## src/design/srarq_pkg.sv

```systemverilog
// Shared types, widths and codes for the selective-repeat ARQ window controller.
`default_nettype none
package srarq_pkg;

    // Sequence numbers run modulo 32, buffer slots modulo 16
    localparam int SEQ_W       = 5;
    localparam int SLOT_W      = 4;
    localparam int WINDOW_BUFS = 16;
    localparam int CNT_W       = 5;

    // Request codes
    localparam logic [2:0] REQ_NET_READY  = 3'd0;
    localparam logic [2:0] REQ_PHYS_READY = 3'd1;
    localparam logic [2:0] REQ_FRAME      = 3'd2;
    localparam logic [2:0] REQ_ACK_TMO    = 3'd3;
    localparam logic [2:0] REQ_DATA_TMO   = 3'd4;

    // Frame kinds
    localparam logic [1:0] KIND_DATA = 2'd0;
    localparam logic [1:0] KIND_ACK  = 2'd1;
    localparam logic [1:0] KIND_NAK  = 2'd2;

    // Action codes
    localparam logic [2:0] ACT_TX       = 3'd0;
    localparam logic [2:0] ACT_DELIVER  = 3'd1;
    localparam logic [2:0] ACT_RELEASE  = 3'd2;
    localparam logic [2:0] ACT_ACK_TMR  = 3'd3;
    localparam logic [2:0] ACT_STATUS   = 3'd4;

    // One result beat
    typedef struct packed {
        logic [2:0]        action;
        logic [1:0]        tx_kind;
        logic [SEQ_W-1:0]  tx_seq;
        logic [SEQ_W-1:0]  tx_ack;
        logic [SLOT_W-1:0] slot;
        logic              net_enable;
        logic              last;
    } t_res;

    // Operands of the shared window compare unit
    typedef struct packed {
        logic [SEQ_W-1:0] lo;
        logic [SEQ_W-1:0] val;
        logic [SEQ_W-1:0] hi;
    } t_win_op;

endpackage
`default_nettype wire

```

## src/design/srarq_if.sv

```systemverilog
// Event and result channel interfaces of the ARQ window controller.
`default_nettype none
interface srarq_in_if;
    logic                          valid;
    logic                          ready;
    logic [2:0]                    req_type;
    logic                          frame_good;
    logic [1:0]                    frame_kind;
    logic [srarq_pkg::SEQ_W-1:0]   frame_seq;
    logic [srarq_pkg::SEQ_W-1:0]   rx_ack;
    logic [srarq_pkg::SLOT_W-1:0]  timer_slot;

    modport source (output valid, req_type, frame_good, frame_kind, frame_seq, rx_ack,
                    timer_slot, input ready);
    modport sink   (input valid, req_type, frame_good, frame_kind, frame_seq, rx_ack,
                    timer_slot, output ready);
endinterface

interface srarq_out_if;
    logic                          valid;
    logic                          ready;
    logic [2:0]                    action;
    logic [1:0]                    tx_kind;
    logic [srarq_pkg::SEQ_W-1:0]   tx_seq;
    logic [srarq_pkg::SEQ_W-1:0]   tx_ack;
    logic [srarq_pkg::SLOT_W-1:0]  slot;
    logic                          net_enable;
    logic                          last;

    modport source (output valid, action, tx_kind, tx_seq, tx_ack, slot, net_enable, last,
                    input ready);
    modport sink   (input valid, action, tx_kind, tx_seq, tx_ack, slot, net_enable, last,
                    output ready);
endinterface
`default_nettype wire

```

## src/design/srarq_win.sv

```systemverilog
// Shared circular-window compare and modulo increment unit.
`default_nettype none
module srarq_win (
    input  wire srarq_pkg::t_win_op   i_op,
    output logic                      o_in_win,
    output logic [srarq_pkg::SEQ_W-1:0] o_lo_inc
);
    import srarq_pkg::*;

    // val in the circular interval [lo, hi)
    assign o_in_win = ((i_op.lo <= i_op.val) && (i_op.val < i_op.hi)) ||
                      ((i_op.hi < i_op.lo) && (i_op.lo <= i_op.val)) ||
                      ((i_op.val < i_op.hi) && (i_op.hi < i_op.lo));

    // Wraps naturally at the sequence modulus
    assign o_lo_inc = i_op.lo + SEQ_W'(1);

endmodule
`default_nettype wire

```

## src/design/selective_repeat_arq_control.sv

```systemverilog
// Top level: event sequencer, window state and result register of the ARQ controller.
`default_nettype none
// Selective-repeat ARQ window controller. One event beat is taken on i_req when the
// block is idle; it then emits that event's action beats on o_res, one per cycle while
// o_res is not stalled, always ending with a status beat (last = 1) that carries
// net_enable. A frame that delivers a full window of 16 slots and then releases a full
// send window takes longest: the sequencer walks the arrival bitmap and the send window
// one slot per cycle while o_res is not stalled, through a single shared window-compare
// unit. Stalls on o_res hold the walk. The arrival bitmap is cleared by reset; no
// clearing pass is needed.
module selective_repeat_arq_control (
    input  wire logic  i_clk,
    input  wire logic  i_rst_n,
    srarq_in_if.sink   i_req,
    srarq_out_if.source o_res
);
    import srarq_pkg::*;

    typedef enum logic [7:0] {
        S_IDLE      = 8'b0000_0001,
        S_DISPATCH  = 8'b0000_0010,
        S_DELIVER   = 8'b0000_0100,
        S_ACK_TMR   = 8'b0000_1000,
        S_RETX_CALC = 8'b0001_0000,
        S_RETX      = 8'b0010_0000,
        S_RELEASE   = 8'b0100_0000,
        S_STATUS    = 8'b1000_0000
    } t_state;

    t_state r_state, n_state;

    // Latched event
    logic [2:0]        r_req_type;
    logic              r_good;
    logic [1:0]        r_kind;
    logic [SEQ_W-1:0]  r_seq;
    logic [SEQ_W-1:0]  r_ack;
    logic [SLOT_W-1:0] r_tslot;

    // Window state
    logic [SEQ_W-1:0]       r_next_to_send, n_next_to_send;
    logic [SEQ_W-1:0]       r_send_base, n_send_base;
    logic [SEQ_W-1:0]       r_recv_base, n_recv_base;
    logic [SEQ_W-1:0]       r_recv_limit, n_recv_limit;
    logic [CNT_W-1:0]       r_buf_cnt, n_buf_cnt;
    logic [WINDOW_BUFS-1:0] r_arrived, n_arrived;
    logic                   r_nak_ok, n_nak_ok;
    logic                   r_phys_rdy, n_phys_rdy;
    logic                   r_any, n_any;
    logic [SEQ_W-1:0]       r_tmp, n_tmp;

    // Result register
    logic r_out_valid, n_out_valid;
    t_res r_res, n_res;

    // Shared unit
    t_win_op          w_op;
    logic             w_in_win;
    logic [SEQ_W-1:0] w_lo_inc;

    srarq_win u_win (
        .i_op     (w_op),
        .o_in_win (w_in_win),
        .o_lo_inc (w_lo_inc)
    );

    logic             w_fire;
    logic [SEQ_W-1:0] w_ack_num;
    logic             w_win_full;

    assign w_fire     = !r_out_valid || o_res.ready;
    assign w_ack_num  = r_recv_base - SEQ_W'(1);
    assign w_win_full = r_buf_cnt >= CNT_W'(WINDOW_BUFS);

    assign i_req.ready      = (r_state == S_IDLE);
    assign o_res.valid      = r_out_valid;
    assign o_res.action     = r_res.action;
    assign o_res.tx_kind    = r_res.tx_kind;
    assign o_res.tx_seq     = r_res.tx_seq;
    assign o_res.tx_ack     = r_res.tx_ack;
    assign o_res.slot       = r_res.slot;
    assign o_res.net_enable = r_res.net_enable;
    assign o_res.last       = r_res.last;

    // Operand select for the shared unit
    always_comb begin
        w_op = '0;
        unique case (r_state)
            S_DISPATCH: begin
                if (r_req_type == REQ_DATA_TMO) begin
                    w_op.lo  = r_send_base;
                    w_op.val = {1'b0, r_tslot};
                    w_op.hi  = r_next_to_send;
                end else begin
                    w_op.lo  = r_recv_base;
                    w_op.val = r_seq;
                    w_op.hi  = r_recv_limit;
                end
            end
            S_DELIVER:   w_op.lo = r_recv_base;
            S_RETX_CALC: w_op.lo = r_ack;
            S_RETX: begin
                w_op.lo  = r_send_base;
                w_op.val = r_tmp;
                w_op.hi  = r_next_to_send;
            end
            S_RELEASE: begin
                w_op.lo  = r_send_base;
                w_op.val = r_ack;
                w_op.hi  = r_next_to_send;
            end
            default: w_op = '0;
        endcase
    end

    // Sequencer
    always_comb begin
        n_state        = r_state;
        n_next_to_send = r_next_to_send;
        n_send_base    = r_send_base;
        n_recv_base    = r_recv_base;
        n_recv_limit   = r_recv_limit;
        n_buf_cnt      = r_buf_cnt;
        n_arrived      = r_arrived;
        n_nak_ok       = r_nak_ok;
        n_phys_rdy     = r_phys_rdy;
        n_any          = r_any;
        n_tmp          = r_tmp;
        n_res          = r_res;
        n_out_valid    = r_out_valid && !o_res.ready;

        if (r_state == S_IDLE) begin
            if (i_req.valid) begin
                n_state = S_DISPATCH;
            end
        end else if (w_fire) begin
            n_res        = '0;
            n_res.tx_ack = w_ack_num;
            unique case (r_state)
                S_DISPATCH: begin
                    n_state = S_STATUS;
                    priority if (r_req_type == REQ_NET_READY) begin
                        if (!w_win_full) begin
                            n_buf_cnt      = r_buf_cnt + CNT_W'(1);
                            n_res.action   = ACT_TX;
                            n_res.tx_kind  = KIND_DATA;
                            n_res.tx_seq   = r_next_to_send;
                            n_res.slot     = r_next_to_send[SLOT_W-1:0];
                            n_out_valid    = 1'b1;
                            n_phys_rdy     = 1'b0;
                            n_next_to_send = r_next_to_send + SEQ_W'(1);
                        end
                    end else if (r_req_type == REQ_PHYS_READY) begin
                        n_phys_rdy = 1'b1;
                    end else if (r_req_type == REQ_FRAME) begin
                        if (!r_good) begin
                            if (r_nak_ok) begin
                                n_res.action  = ACT_TX;
                                n_res.tx_kind = KIND_NAK;
                                n_out_valid   = 1'b1;
                                n_nak_ok      = 1'b0;
                                n_phys_rdy    = 1'b0;
                            end
                        end else if (r_kind == KIND_DATA) begin
                            // NAK on an out-of-order frame while a NAK is allowed, else restart the ack timer
                            if (r_seq != r_recv_base && r_nak_ok) begin
                                n_res.action  = ACT_TX;
                                n_res.tx_kind = KIND_NAK;
                                n_nak_ok      = 1'b0;
                                n_phys_rdy    = 1'b0;
                            end else begin
                                n_res        = '0;
                                n_res.action = ACT_ACK_TMR;
                            end
                            n_out_valid = 1'b1;
                            if (w_in_win && !r_arrived[r_seq[SLOT_W-1:0]]) begin
                                n_arrived[r_seq[SLOT_W-1:0]] = 1'b1;
                                n_any   = 1'b0;
                                n_state = S_DELIVER;
                            end else begin
                                n_state = S_RELEASE;
                            end
                        end else if (r_kind == KIND_NAK) begin
                            n_state = S_RETX_CALC;
                        end else begin
                            n_state = S_RELEASE;
                        end
                    end else if (r_req_type == REQ_ACK_TMO) begin
                        n_res.action  = ACT_TX;
                        n_res.tx_kind = KIND_ACK;
                        n_out_valid   = 1'b1;
                        n_phys_rdy    = 1'b0;
                    end else if (r_req_type == REQ_DATA_TMO) begin
                        // Outside the send window the slot maps to the upper half
                        n_res.action  = ACT_TX;
                        n_res.tx_kind = KIND_DATA;
                        n_res.tx_seq  = {!w_in_win, r_tslot};
                        n_res.slot    = r_tslot;
                        n_out_valid   = 1'b1;
                        n_phys_rdy    = 1'b0;
                    end else begin
                        n_state = S_STATUS;
                    end
                end

                // Walk in-order arrivals, one slot per cycle while o_res is not stalled
                S_DELIVER: begin
                    if (r_arrived[r_recv_base[SLOT_W-1:0]]) begin
                        n_res        = '0;
                        n_res.action = ACT_DELIVER;
                        n_res.slot   = r_recv_base[SLOT_W-1:0];
                        n_out_valid  = 1'b1;
                        n_nak_ok     = 1'b1;
                        n_arrived[r_recv_base[SLOT_W-1:0]] = 1'b0;
                        n_recv_base  = w_lo_inc;
                        n_recv_limit = r_recv_limit + SEQ_W'(1);
                        n_any        = 1'b1;
                    end else begin
                        n_state = r_any ? S_ACK_TMR : S_RELEASE;
                    end
                end

                S_ACK_TMR: begin
                    n_res        = '0;
                    n_res.action = ACT_ACK_TMR;
                    n_out_valid  = 1'b1;
                    n_state      = S_RELEASE;
                end

                S_RETX_CALC: begin
                    n_tmp   = w_lo_inc;
                    n_state = S_RETX;
                end

                // Resend the frame after the one the NAK names, if it lies in the send window
                S_RETX: begin
                    if (w_in_win) begin
                        n_res.action  = ACT_TX;
                        n_res.tx_kind = KIND_DATA;
                        n_res.tx_seq  = r_tmp;
                        n_res.slot    = r_tmp[SLOT_W-1:0];
                        n_out_valid   = 1'b1;
                        n_phys_rdy    = 1'b0;
                    end
                    n_state = S_RELEASE;
                end

                // Free acknowledged send slots, one per cycle while o_res is not stalled
                S_RELEASE: begin
                    if (w_in_win) begin
                        n_res        = '0;
                        n_res.action = ACT_RELEASE;
                        n_res.slot   = r_send_base[SLOT_W-1:0];
                        n_out_valid  = 1'b1;
                        if (r_buf_cnt != '0) begin
                            n_buf_cnt = r_buf_cnt - CNT_W'(1);
                        end
                        n_send_base = w_lo_inc;
                    end else begin
                        n_state = S_STATUS;
                    end
                end

                S_STATUS: begin
                    n_res            = '0;
                    n_res.action     = ACT_STATUS;
                    n_res.net_enable = !w_win_full && r_phys_rdy;
                    n_res.last       = 1'b1;
                    n_out_valid      = 1'b1;
                    n_state          = S_IDLE;
                end

                default: n_state = S_IDLE;
            endcase
        end
    end

    // Control state
    always_ff @(posedge i_clk) begin
        if (!i_rst_n) begin
            r_state        <= S_IDLE;
            r_next_to_send <= '0;
            r_send_base    <= '0;
            r_recv_base    <= '0;
            r_recv_limit   <= SEQ_W'(WINDOW_BUFS);
            r_buf_cnt      <= '0;
            r_arrived      <= '0;
            r_nak_ok       <= 1'b1;
            r_phys_rdy     <= 1'b0;
            r_any          <= 1'b0;
            r_out_valid    <= 1'b0;
        end else begin
            r_state        <= n_state;
            r_next_to_send <= n_next_to_send;
            r_send_base    <= n_send_base;
            r_recv_base    <= n_recv_base;
            r_recv_limit   <= n_recv_limit;
            r_buf_cnt      <= n_buf_cnt;
            r_arrived      <= n_arrived;
            r_nak_ok       <= n_nak_ok;
            r_phys_rdy     <= n_phys_rdy;
            r_any          <= n_any;
            r_out_valid    <= n_out_valid;
        end
    end

    // Payload registers
    always_ff @(posedge i_clk) begin
        r_res <= n_res;
        r_tmp <= n_tmp;
        if (i_req.valid && i_req.ready) begin
            r_req_type <= i_req.req_type;
            r_good     <= i_req.frame_good;
            r_kind     <= i_req.frame_kind;
            r_seq      <= i_req.frame_seq;
            r_ack      <= i_req.rx_ack;
            r_tslot    <= i_req.timer_slot;
        end
    end

endmodule
`default_nettype wire
```

## src/flat_wrapper.sv

```systemverilog
// flat-port wrapper written by rule: the top's interface ports become plain ports
module selective_repeat_arq_control_flat import srarq_pkg::*;
  (i_clk, i_rst_n, i_req_valid, i_req_req_type, i_req_frame_good, i_req_frame_kind, i_req_frame_seq, i_req_rx_ack, i_req_timer_slot, i_req_ready, o_res_valid, o_res_action, o_res_tx_kind, o_res_tx_seq, o_res_tx_ack, o_res_slot, o_res_net_enable, o_res_last, o_res_ready);
  srarq_in_if i_req_i ();
  srarq_out_if o_res_i ();
  input  wire logic i_clk;
  input  wire logic i_rst_n;
  input wire logic [$bits(i_req_i.valid)-1:0] i_req_valid;
  input wire logic [$bits(i_req_i.req_type)-1:0] i_req_req_type;
  input wire logic [$bits(i_req_i.frame_good)-1:0] i_req_frame_good;
  input wire logic [$bits(i_req_i.frame_kind)-1:0] i_req_frame_kind;
  input wire logic [$bits(i_req_i.frame_seq)-1:0] i_req_frame_seq;
  input wire logic [$bits(i_req_i.rx_ack)-1:0] i_req_rx_ack;
  input wire logic [$bits(i_req_i.timer_slot)-1:0] i_req_timer_slot;
  output wire logic [$bits(i_req_i.ready)-1:0] i_req_ready;
  output wire logic [$bits(o_res_i.valid)-1:0] o_res_valid;
  output wire logic [$bits(o_res_i.action)-1:0] o_res_action;
  output wire logic [$bits(o_res_i.tx_kind)-1:0] o_res_tx_kind;
  output wire logic [$bits(o_res_i.tx_seq)-1:0] o_res_tx_seq;
  output wire logic [$bits(o_res_i.tx_ack)-1:0] o_res_tx_ack;
  output wire logic [$bits(o_res_i.slot)-1:0] o_res_slot;
  output wire logic [$bits(o_res_i.net_enable)-1:0] o_res_net_enable;
  output wire logic [$bits(o_res_i.last)-1:0] o_res_last;
  input wire logic [$bits(o_res_i.ready)-1:0] o_res_ready;
  assign i_req_i.valid = i_req_valid;
  assign i_req_i.req_type = i_req_req_type;
  assign i_req_i.frame_good = i_req_frame_good;
  assign i_req_i.frame_kind = i_req_frame_kind;
  assign i_req_i.frame_seq = i_req_frame_seq;
  assign i_req_i.rx_ack = i_req_rx_ack;
  assign i_req_i.timer_slot = i_req_timer_slot;
  assign i_req_ready = i_req_i.ready;
  assign o_res_valid = o_res_i.valid;
  assign o_res_action = o_res_i.action;
  assign o_res_tx_kind = o_res_i.tx_kind;
  assign o_res_tx_seq = o_res_i.tx_seq;
  assign o_res_tx_ack = o_res_i.tx_ack;
  assign o_res_slot = o_res_i.slot;
  assign o_res_net_enable = o_res_i.net_enable;
  assign o_res_last = o_res_i.last;
  assign o_res_i.ready = o_res_ready;
  selective_repeat_arq_control u_core (.i_clk(i_clk), .i_rst_n(i_rst_n), .i_req(i_req_i), .o_res(o_res_i));
endmodule
```

## config.mk

```make
export PLATFORM = sky130hd
export DESIGN_NAME = selective_repeat_arq_control_flat
export DESIGN_NICKNAME = d
export VERILOG_FILES = /design/src/design/srarq_pkg.sv /design/src/design/srarq_if.sv /design/src/design/srarq_win.sv /design/src/design/selective_repeat_arq_control.sv /design/src/flat_wrapper.sv
export SDC_FILE = /design/constraint.sdc
export NUM_CORES = 1
export LEC_CHECK = 0
export BUFFER_PORTS_ARGS = -buffer_cell sky130_fd_sc_hd__buf_4
export CORE_MARGIN = 5
export CORE_UTILIZATION = 45
export DETAILED_ROUTE_END_ITERATION = 10
export HOLD_SLACK_MARGIN = 0.1
export MAX_ROUTING_LAYER = met4
export PLACE_DENSITY_LB_ADDON = 0.12
export SYNTH_ARGS = -nofsm -noshare
export SYNTH_HDL_FRONTEND = slang
export SYNTH_SLANG_ARGS = --single-unit
```

## constraint.sdc

```tcl
create_clock -name i_clk -period 4.4 [get_ports i_clk]
set_input_delay 0.22 -clock i_clk [delete_from_list [all_inputs] [get_ports i_clk]]
set_output_delay 0.22 -clock i_clk [all_outputs]
set_load 0.02 [all_outputs]
```

After elaboration in Yosys (flattened, before gate mapping):

Cells that the tools add are included.

* $lt $le $gt $ge: 8
* equal/unequal tests: 36
* reduce and logical (&&, ||, !) cells: 38
* add/subtract/negate cells: 6
* bitwise gates (word level): 5
* mux-type cells: 107

Operator list (count)
* two-way mux 16 bit: 8
* two-way mux 8 bit: 9
* two-way mux 5 bit: 12
* one-hot mux 10 bit (6 select lines): 1
* two-way mux 21 bit: 2
* one-hot mux 5 bit (4 select lines): 2
* one-hot mux 8 bit (5 select lines): 1
* two-way mux 1 bit: 39
* one-hot mux 16 bit (2 select lines): 1
* one-hot mux 10 bit (3 select lines): 1
* two-way mux 4 bit: 7
* two-way mux 7 bit: 4
* adder 5 x 1 -> 5 bit (second input constant): 4
* two-way mux 10 bit: 2
* two-way mux 20 bit: 1
* two-way mux 19 bit: 1
* inequality test 2 x 1 -> 1 bit (second input constant): 9
* AND reduction 9 bit: 2
* AND 16 bit: 1
* inverter 16 bit: 1
* OR 16 bit: 1
* one-hot mux 4 bit (4 select lines): 1
* two-way mux 15 bit: 1
* inequality test 6 bit (second input constant): 2
* other kinds (47): 87

* register bits after elaboration: 99
* output and inout bits: 23

Longest topological paths before layout:

Gate-level depths: netlist of run 1.

* word-level depth: 17
* mapped depth: 17
* gate-level depth less buffers: 16

Hierarchy:

A second synthesis of run 1 with hierarchy kept.

* cells, all modules: 532
* area total of the unflattened synthesis: 5455.2 sq um

Modules (own cells, without submodules)
* selective_repeat_arq_control: seq. area each 2442.3 sq um, instances 1, cells an instance 480, area each 5066.1 sq um
* srarq_win: seq. area each 0.0 sq um, instances 1, cells an instance 52, area each 389.1 sq um

Least setup slack after synthesis of run 1:

Ideal clock, no wire load.

* path kind: register -> register
* from: register u_core.r_state[0]
* to: register u_core.r_res, in the netlist u_core.o_res.slot[1], data pin
* data required time: 4139 ps
* arrival time: 3439 ps
* clock period less this slack: 3700 ps
* path slack: 700 ps
* cell stages (with the launch flop): 17
* path buffers: 2
* library setup time: 261 ps
* cell sequence: dfxtp_1 nor4_4 buf_4 nand4b_1 o21ai_1 a22o_1 a21oi_1 ha_1 nand2_1 a221o_1 o22ai_1 o22ai_2 o211ai_1 and2_1 buf_2 o211ai_1 a221o_1

* cells in the longest elaborated chain, start to end: 9

RTL lines
* from (decl): line selective_repeat_arq_control.sv:30 `t_state r_state, n_state;`
* from (signal assigned): line selective_repeat_arq_control.sv:293 `r_state <= n_state;`
* equality test 8 x 6 -> 1 bit / equality test 8 x 7 -> 1 bit (equally long branches): line selective_repeat_arq_control.sv:88, selective_repeat_arq_control.sv:139
* OR reduction 2 bit (no source line)
* one-hot mux 5 bit (4 select lines): line selective_repeat_arq_control.sv:88 `unique case (r_state)`
* <= comparator 5 bit / < comparator 5 bit (equally long branches): line srarq_win.sv:11, srarq_win.sv:12, srarq_win.sv:13
* logical AND 1 bit, on equally long branches: line srarq_win.sv:11, srarq_win.sv:12
* logical OR 1 bit: line srarq_win.sv:11 `assign o_in_win = ((i_op.lo <= i_op.val) && (i_op.val < i_op.hi)) ||`
* logical OR 1 bit: line srarq_win.sv:12 `((i_op.hi < i_op.lo) && (i_op.lo <= i_op.val)) ||`
* two-way mux 20 bit / two-way mux 4 bit (equally long branches): line selective_repeat_arq_control.sv:250, selective_repeat_arq_control.sv:237
* one-hot mux 4 bit (4 select lines) (*): line selective_repeat_arq_control.sv:139 `unique case (r_state)`
* to (signal assigned): line selective_repeat_arq_control.sv:309 `r_res <= n_res;`
* to (decl): line selective_repeat_arq_control.sv:54 `t_res r_res, n_res;`

Every way passes the cells marked *; elsewhere a longest branch is shown, timed or not.
A chain may end at the register's enable or synchronous reset.

Worst setup path in the final report of run 1:

* from: register u_core.r_req_type[1]
* to: register u_core.r_buf_cnt[1]

* cells in the longest elaborated chain, start to end: 9

RTL lines
* from (decl): line selective_repeat_arq_control.sv:33 `logic [2:0] r_req_type;`
* from (signal assigned): line selective_repeat_arq_control.sv:312 `r_req_type <= i_req.req_type;`
* equality test 3 bit: line selective_repeat_arq_control.sv:90 `if (r_req_type == REQ_DATA_TMO) begin`
* two-way mux 15 bit: line selective_repeat_arq_control.sv:90
* one-hot mux 5 bit (4 select lines) / one-hot mux 10 bit (3 select lines) (equally long branches): line selective_repeat_arq_control.sv:88
* <= comparator 5 bit (tied with other cells): line srarq_win.sv:11, srarq_win.sv:12
* logical AND 1 bit, on equally long branches: line srarq_win.sv:11, srarq_win.sv:12
* logical OR 1 bit: line srarq_win.sv:11
* logical OR 1 bit: line srarq_win.sv:12
* inequality test 2 x 1 -> 1 bit (no source line)
* AND reduction 7 bit (no source line) (*)
* to (signal assigned): line selective_repeat_arq_control.sv:298 `r_buf_cnt <= n_buf_cnt;`
* to (decl): line selective_repeat_arq_control.sv:45 `logic [CNT_W-1:0] r_buf_cnt, n_buf_cnt;`

Marks and branches as above.

==> summary.md, run 1 <==
| Metric | Value |
|---|---|
| Syn_nets | 616 |
| Post-synth EDFFs | 46 |
| WS Path Type | reg2reg |
| Final ANT Viol Nets | 0 |
| DR vias | 4,797 |
| Worst Tran Pin Value | 1100 ps |
| Syn Area/Cell | 9.75 um^2 |
| Layout Cells excl Fill | 814 |
| Fmax | 239 MHz |
| Hold_sp | i_req_valid |
| Num rows | 40 |
| Number of synthesized register bits | 99 |
| Synthesized cell area | 5560 um^2 |
| Area growth syn-to-layout | 19.6% |
| Worst skew pair latency | 360 ps |
| Combinational Power Share | 0.291 |
| Post-synthesis sequential area ratio | 0.439 |
| Clk sinks | 99 |
| DIE AREA | 14,700 um^2 |
| Vias in the first global route | 4,690 |
| Pwr Total | 2.94 mW |
| GPL Wtd Cong | 0.907 |
| Worst hold stages | 4 |
| Post-Place Worst Slack | 183 ps |
| Layout cells sized above 1 | 0.172 |
| Fillers | 1,073 |
| Most frequent cell after synthesis | nand2_1 |
| Clock Pin Slew Worst Setup and Hold Paths | 70 ps |
| Overall Global Routing Usage | 0.242 |
| Biggest regs | u_core.r_arrived (16), u_core.r_state (8) |
| Dominant synthesized flop cell | dfxtp_1 |
| Worst hold path endpoint | u_core.r_state[0]$_SDFFE_PN1P_ |
| Type of the tightest min-delay check | in2reg |
| Final HPWL DP | 12,000 um |
| Largest register FFs | 16 |
| Fin util | 0.551 |
| Max-cap violations | 0 |
| Worst Hold Slack | 203 ps |
| Die X-Extent | 121 um |
| Drt wl/cell | 20.1 um |
| Synth async-reset ratio | 0 |
| Setup Fix Bufs, Post-CTS | 0 |
| Worst Setup End Kind | register |
| Final Critical Period | 4180 ps |
| WP data arrival | 4420 ps |
| CTS Buffer Depth | 2 |
| Static Leak | 2.62 nW |
| Final worst-path cycle share | 0.951 |
| Area contributors post-synth | edfxtp_1 25%, dfxtp_1 19%, ha_1 4.7% |
| Top-area cell type share of the netlist area | 0.248 |
| Post-DP Area | 6160 um^2 |
| Routed WL | 16,400 um |
| Placed insts | 778 |
| Initial Utilization | 0.461 |
| Outcome | finished, final reports clean |
| Clock share of power | 0.267 |
| # nets final | 687 |
| Post-Synthesis Cells | 570 |
| Worst setup SP type | register |
| Register-to-Register Setup Slack | 220 ps |
| Biggest register | u_core.r_arrived |
| Unrepaired setup endpoints after global routing | false |
| Sequential power share | 0.442 |
| Final setup vio count | 0 |
| Most frequent cells after synthesis | 66 x nand2_1, 53 x dfxtp_1, 48 x nor2_1 |
| Via density | 5.89 |
| 1st-pass router iterations | 5 |
| H-tree Lvls | 3 |
| R2r startpoint | u_core.r_req_type[1]$_DFFE_PP_ |
| CTS root buffer | clkbuf_16 |
| Switching part of the total | 0.350 |
| R2R depth | 15 |
| Setup TNS | 0 ps |
| TritonCTS Buffers | 9 |
| Final Cell Area | 6650 um^2 |
| Max-slew violations | 0 |
| Internal Power | 1.91 mW |
| Ports | 47 |
| Die height | 121 um |
| Peak VDD IR | 0.191 mV |
| Global-route wire length before repair | 26,300 um |
| Post-route DRC violation count | 0 |
| Core area | 12,100 um^2 |
| Worst slew margin | 0.267 |
| Final Worst Setup Slack | 217 ps |
| Worst EP required | 4640 ps |
| # port buffers | 46 |
| Ant diodes | 0 |
| CP max FO | 9 |
| Largest net degree at the start of global routing | 42 |
| Final hold viol count | 0 |
| Antenna violations before repair | 0 |
| Skew final | 9.75 ps |
| DRT iter0 DRCs | 453 |
| CTS tree | built |
| Synth area leader | edfxtp_1 |
| YS warnings | 0 |
| Reg2Reg Capture Point | u_core.r_buf_cnt[1]$_SDFFE_PN0P_ |
| Cell variety after synth | 76 |
| Grt ovf | 0 |
| Pwr Density | 442 nW/um^2 |
| Switch Pwr | 1.03 mW |
==> cell type report <==
| class | count | area [um^2] | area share |
|---|---|---|---|
| clock buffers | 10 | 229 | 0.0344 |
| clock inverters | 6 | 56.3 | 0.00847 |
| inverters | 24 | 90.1 | 0.0136 |
| multi-input cells | 420 | 2920 | 0.439 |
| flip-flops and latches | 99 | 2440 | 0.367 |
| well taps | 168 | 210 | 0.0316 |
| repair buffers | 87 | 703 | 0.106 |
==> critical path, cell delays in order, from the launching register on <==
cell and delay (ps):
edfxtp_1 480, nor3b_1 450, buf_4 230, o21ai_1 170, a22o_1 220, a21oi_1 270, inv_1 90, ha_1 310
a21o_1 180, a21oi_1 270, inv_1 90, o21bai_2 220, o2111ai_2 240, a21oi_4 340, nor3_1 90, or3_1 400
==> power groups by stage <==
| stage | combinational [mW] | clock [mW] | sequential (mW) |
|---|---|---|---|
| 2_1_floorplan | 0.457 | 0 | 1.35 |
| 3_3_place_gp | 0.830 | 0 | 1.31 |
| 3_5_place_dp | 0.841 | 0 | 1.31 |
| 4_1_cts | 0.859 | 0.802 | 1.29 |
| 5_1_grt | 0.927 | 0.843 | 1.31 |
| 6_report | 0.854 | 0.785 | 1.30 |
==> per-layer routing <==
layer | global-route usage | share of wire | vias to the layer above
met4 | 0.106 | 0.037 | 0
li1 | - | - | 2274
met5 | - | 0 | -
met3 | 0.0420 | 0.062 | 40
met1 | 0.310 | 0.43 | 2264
met2 | 0.378 | 0.47 | 219
==> cells in the final DEF (no fill, tap or decap), types with 3 or more instances in the layout <==
| cell | count |
|---|---|
| nor4_1 | 4 |
| nand2b_1 | 10 |
| inv_1 | 23 |
| and2_1 | 4 |
| and3_1 | 6 |
| o31ai_1 | 4 |
| a31oi_1 | 5 |
| mux2i_1 | 8 |
| nand3_1 | 27 |
| clkinv_2 | 3 |
| nand4b_1 | 4 |
| nor2b_1 | 7 |
| nor2_1 | 48 |
| ha_1 | 21 |
| clkbuf_16 | 9 |
| a21oi_1 | 26 |
| xnor2_1 | 12 |
| dlygate4sd3_1 | 20 |
| or3_1 | 3 |
| a21o_1 | 5 |
| a221o_1 | 5 |
| o21ai_0 | 15 |
| nand2_1 | 66 |
| o22ai_1 | 3 |
| mux4_2 | 10 |
| nand4_1 | 11 |
| xor2_1 | 10 |
| a221oi_1 | 3 |
| a22o_1 | 3 |
| nor3_1 | 11 |
| a22oi_1 | 8 |
| a211oi_1 | 3 |
| edfxtp_1 | 46 |
| o21ai_1 | 11 |
| dfxtp_1 | 53 |
| and4b_1 | 5 |
| buf_4 | 67 |
| o211ai_1 | 11 |
==> worst max path at each step <==
stage | startpoint | end | slack (ps) | depth (start not counted)
after global placement | u_core.r_req_type[1]$_DFFE_PP_ | u_core.o_res.slot[0]$_DFFE_PP_ | 350 | 13
after global routing | u_core.r_req_type[1]$_DFFE_PP_ | u_core.r_arrived[14]$_SDFFE_PN0P_ | 0.2 | 15
after floorplan | u_core.r_state[0]$_SDFFE_PN1P_ | u_core.o_res.slot[1]$_DFFE_PP_ | 700 | 16
after detailed placement | u_core.r_req_type[1]$_DFFE_PP_ | u_core.o_res.slot[1]$_DFFE_PP_ | 180 | 13
final | u_core.r_req_type[1]$_DFFE_PP_ | u_core.r_buf_cnt[1]$_SDFFE_PN0P_ | 220 | 15
after CTS | u_core.r_req_type[1]$_DFFE_PP_ | u_core.o_res.slot[1]$_DFFE_PP_ | 130 | 13
==> kinds of logic after synthesis <==
logic type / Yosys count / share of synthesized area
simple gates: 223 / 0.205
compound gates: 134 / 0.176
buf+inv: 51 / 0.0369
mux: 19 / 0.0569
xor+xnor: 22 / 0.0347
flops: 99 / 0.439
fa+ha+maj: 22 / 0.0509
==> what timing repair did <==
action | CTS | global route
hold endpoints to repair | 20 | 0
endpoints found under the setup margin | 0 | 17
resized for setup | 0 | 2
hold buffers | 20 | 0
No activity file was read; power rests on OpenSTA's default activity.
==> inputs of run 2 (changes only) <==
--- a/config.mk
+++ b/config.mk
@@ -8,6 +8,7 @@
 export BUFFER_PORTS_ARGS = -buffer_cell sky130_fd_sc_hd__buf_4
 export CORE_MARGIN = 5
 export CORE_UTILIZATION = 45
+export CTS_BUF_LIST = sky130_fd_sc_hd__clkbuf_4
 export DETAILED_ROUTE_END_ITERATION = 10
 export HOLD_SLACK_MARGIN = 0.1
 export MAX_ROUTING_LAYER = met4
==> summary.md, run 2 (same netlist as run 1, synthesis figures left out) <==
| Metric | Value |
|---|---|
| Antenna violations before repair | 1 (+1) |
| GPL Wtd Cong | 0.907 (unchanged) |
| Skew final | 25.5 ps (+15.8 ps) |
| Worst setup SP type | register |
| Biggest register | u_core.r_arrived |
| Core area | 12,100 um^2 (unchanged) |
| Type of the tightest min-delay check | in2reg |
| Static Leak | 2.56 nW (-2.2%) |
| Worst Path Buf+Inv | 3 (unchanged) |
| Die X-Extent | 121 um (unchanged) |
| Via density | 5.87 (-0.39%) |
| Setup TNS | 0 ps (unchanged) |
| Peak VDD IR | 0.207 mV (+8.2%) |
| Pwr Density | 405 nW/um^2 (-8.3%) |
| Max-slew violations | 0 (unchanged) |
| Commonest non-fill, non-tap cell in the layout | buf_4 |
| TritonCTS Buffers | 9 (unchanged) |
| Clk sinks | 99 (unchanged) |
| WP data arrival | 4560 ps (+140 ps) |
| Critical Path Max Stage Delay | 520 ps (+40 ps) |
| Max-cap violations | 0 (unchanged) |
| Worst skew pair latency | 510 ps (+150 ps) |
| Outcome | finished, final reports clean |
| CTS root buffer | clkbuf_4 |
| Overall Global Routing Usage | 0.237 (-0.00470) |
| Fmax | 241 MHz (+0.62%) |
| Clock Pin Slew Worst Setup and Hold Paths | 160 ps (+90 ps) |
| Largest register FFs | 16 (unchanged) |
| Delay-heaviest family, CP | compound AO/OA/AOI/OAI gates |
| Global-route wire length before repair | 25,900 um (-1.5%) |
| Final ANT Viol Nets | 0 (unchanged) |
| Vias in the first global route | 4,648 (-0.90%) |
| Worst Tran Pin Value | 1120 ps (+22.2 ps) |
| Drt wl/cell | 19.9 um (-1.0%) |
| DIE AREA | 14,700 um^2 (unchanged) |
| Fin util | 0.540 (-0.0109) |
| Most frequent cells in the layout | 67 x buf_4, 66 x nand2_1, 53 x dfxtp_1 |
| 1st-pass router iterations | 5 (unchanged) |
| Crit path cell chain | nor3b_1 -> buf_4 -> o21ai_1 -> a22o_1 -> a21oi_1 -> inv_1 -> ha_1 -> a21o_1 -> a21oi_1 -> inv_1 -> o21bai_2 -> o2111ai_2 -> a21oi_4 -> nor3_1 -> or3_1 |
| Ports | 47 (unchanged) |
| CTS Buffer Depth | 2 (unchanged) |
| WS Path Type | reg2reg |
| DR vias | 4,796 (-0.021%) |
| CP max FO | 9 (unchanged) |
| Area growth syn-to-layout | 17.2% |
| CTS tree | built |
| Post-route DRC violation count | 0 (unchanged) |
| Final HPWL DP | 12,000 um (unchanged) |
| CP max stage cell | edfxtp_1 |
| Largest net degree at the start of global routing | 42 (unchanged) |
| DRT iter0 DRCs | 488 (+7.7%) |
| Initial Utilization | 0.461 (unchanged) |
| # nets final | 689 (+0.29%) |
| Worst Hold Slack | 204 ps (+0.927 ps) |
| Worst EP required | 4800 ps (+160 ps) |
| Grt ovf | 0 (unchanged) |
| Unrepaired setup endpoints after global routing | false |
| Final Critical Period | 4160 ps (-25.8 ps) |
| Biggest regs | u_core.r_arrived (16), u_core.r_state (8) |
| # port buffers | 46 (unchanged) |
| Num rows | 40 (unchanged) |
| Setup Fix Bufs, Post-CTS | 0 (unchanged) |
| Final setup vio count | 0 (unchanged) |
| Final worst-path cycle share | 0.945 (-0.00585) |
| Layout cells sized above 1 | 0.173 (+0.00101) |
| Die height | 121 um (unchanged) |
| Worst slew margin | 0.252 (-0.0148) |
| Worst Setup End Kind | register |
| H-tree Lvls | 3 (unchanged) |
| Routed WL | 16,300 um (-0.63%) |
| Final hold viol count | 0 (unchanged) |
-- run 2: cell types whose count changed in the layout (fill, tap and decap cells not counted) --
cell / previous run / this run
clkbuf_4: 0 / 10
clkbuf_16: 9 / 0
dlygate4sd3_1: 20 / 22
clkbuf_1: 1 / 0
diode_2: 0 / 1
-- run 2: stage by stage --
step | instance area, um^2 | std cells | total power, mW | setup WS, ps
floorplan | 5560 | 570 | 1.81 | 700
finish | 6520 | 817 | 2.64 | 243
global route | 6520 | 817 | 2.78 | 0.485
detailed placement | 6160 | 778 | 2.15 | 183
CTS | 6510 | 816 | 2.66 | 106
global placement | 6160 | 778 | 2.14 | 348
-- run 2: final timing paths --
check                                        start                          endpoint  slack [ps]  depth (start not counted)
hold / removal                         o_res_ready    u_core.r_state[5]$_SDFFE_PN0P_         200                          4
setup / recovery    u_core.r_req_type[1]$_DFFE_PP_  u_core.r_buf_cnt[1]$_SDFFE_PN0P_         240                         15
setup reg to reg    u_core.r_req_type[1]$_DFFE_PP_  u_core.r_buf_cnt[1]$_SDFFE_PN0P_         240                         15
hold reg to reg   u_core.r_arrived[7]$_SDFFE_PN0P_  u_core.r_arrived[7]$_SDFFE_PN0P_         480                          2
-- run 2: tightest hold or removal path: cells and delay by family --
kind	cells	cell delay, ps
simple gates	2	240
compound gates	1	120
buf+inv	1	70
-- run 2: routing by layer --
| layer | vias up | GRT usage | wire length [um] |
|---|---|---|---|
| met5 | - | - | 0 |
| li1 | 2270 | - | - |
| met1 | 2282 | 0.309 | 7060 |
| met3 | 34 | 0.0480 | 1190 |
| met4 | 0 | 0.0812 | 419 |
| met2 | 210 | 0.372 | 7630 |
-- run 2: repair_timing --
| item | 4_1_cts | 5_1_grt |
|---|---|---|
| endpoints found under the setup margin | 0 | 18 |
| hold endpoints to repair | 23 | 0 |
| hold buffers | 22 | 0 |
| resized for setup | 0 | 2 |
-- run 2: layout make-up --
| type | count | area [um^2] |
|---|---|---|
| Inverter | 24 | 90.1 |
| Fill cell | 1085 | 5550 |
| Sequential cell | 99 | 2440 |
| Clock inverter | 6 | 56.3 |
| Multi-Input combinational cell | 420 | 2920 |
| Antenna cell | 1 | 2.50 |
| Clock buffer | 10 | 75.1 |
| Timing Repair Buffer | 89 | 723 |
| Tap cell | 168 | 210 |
-- run 2: where the power goes --
part	total [mW]	switching (mW)	internal, mW
Clock	0.490	0.315	0.175
Combinational	0.855	0.546	0.309
Sequential	1.29	0.134	1.16
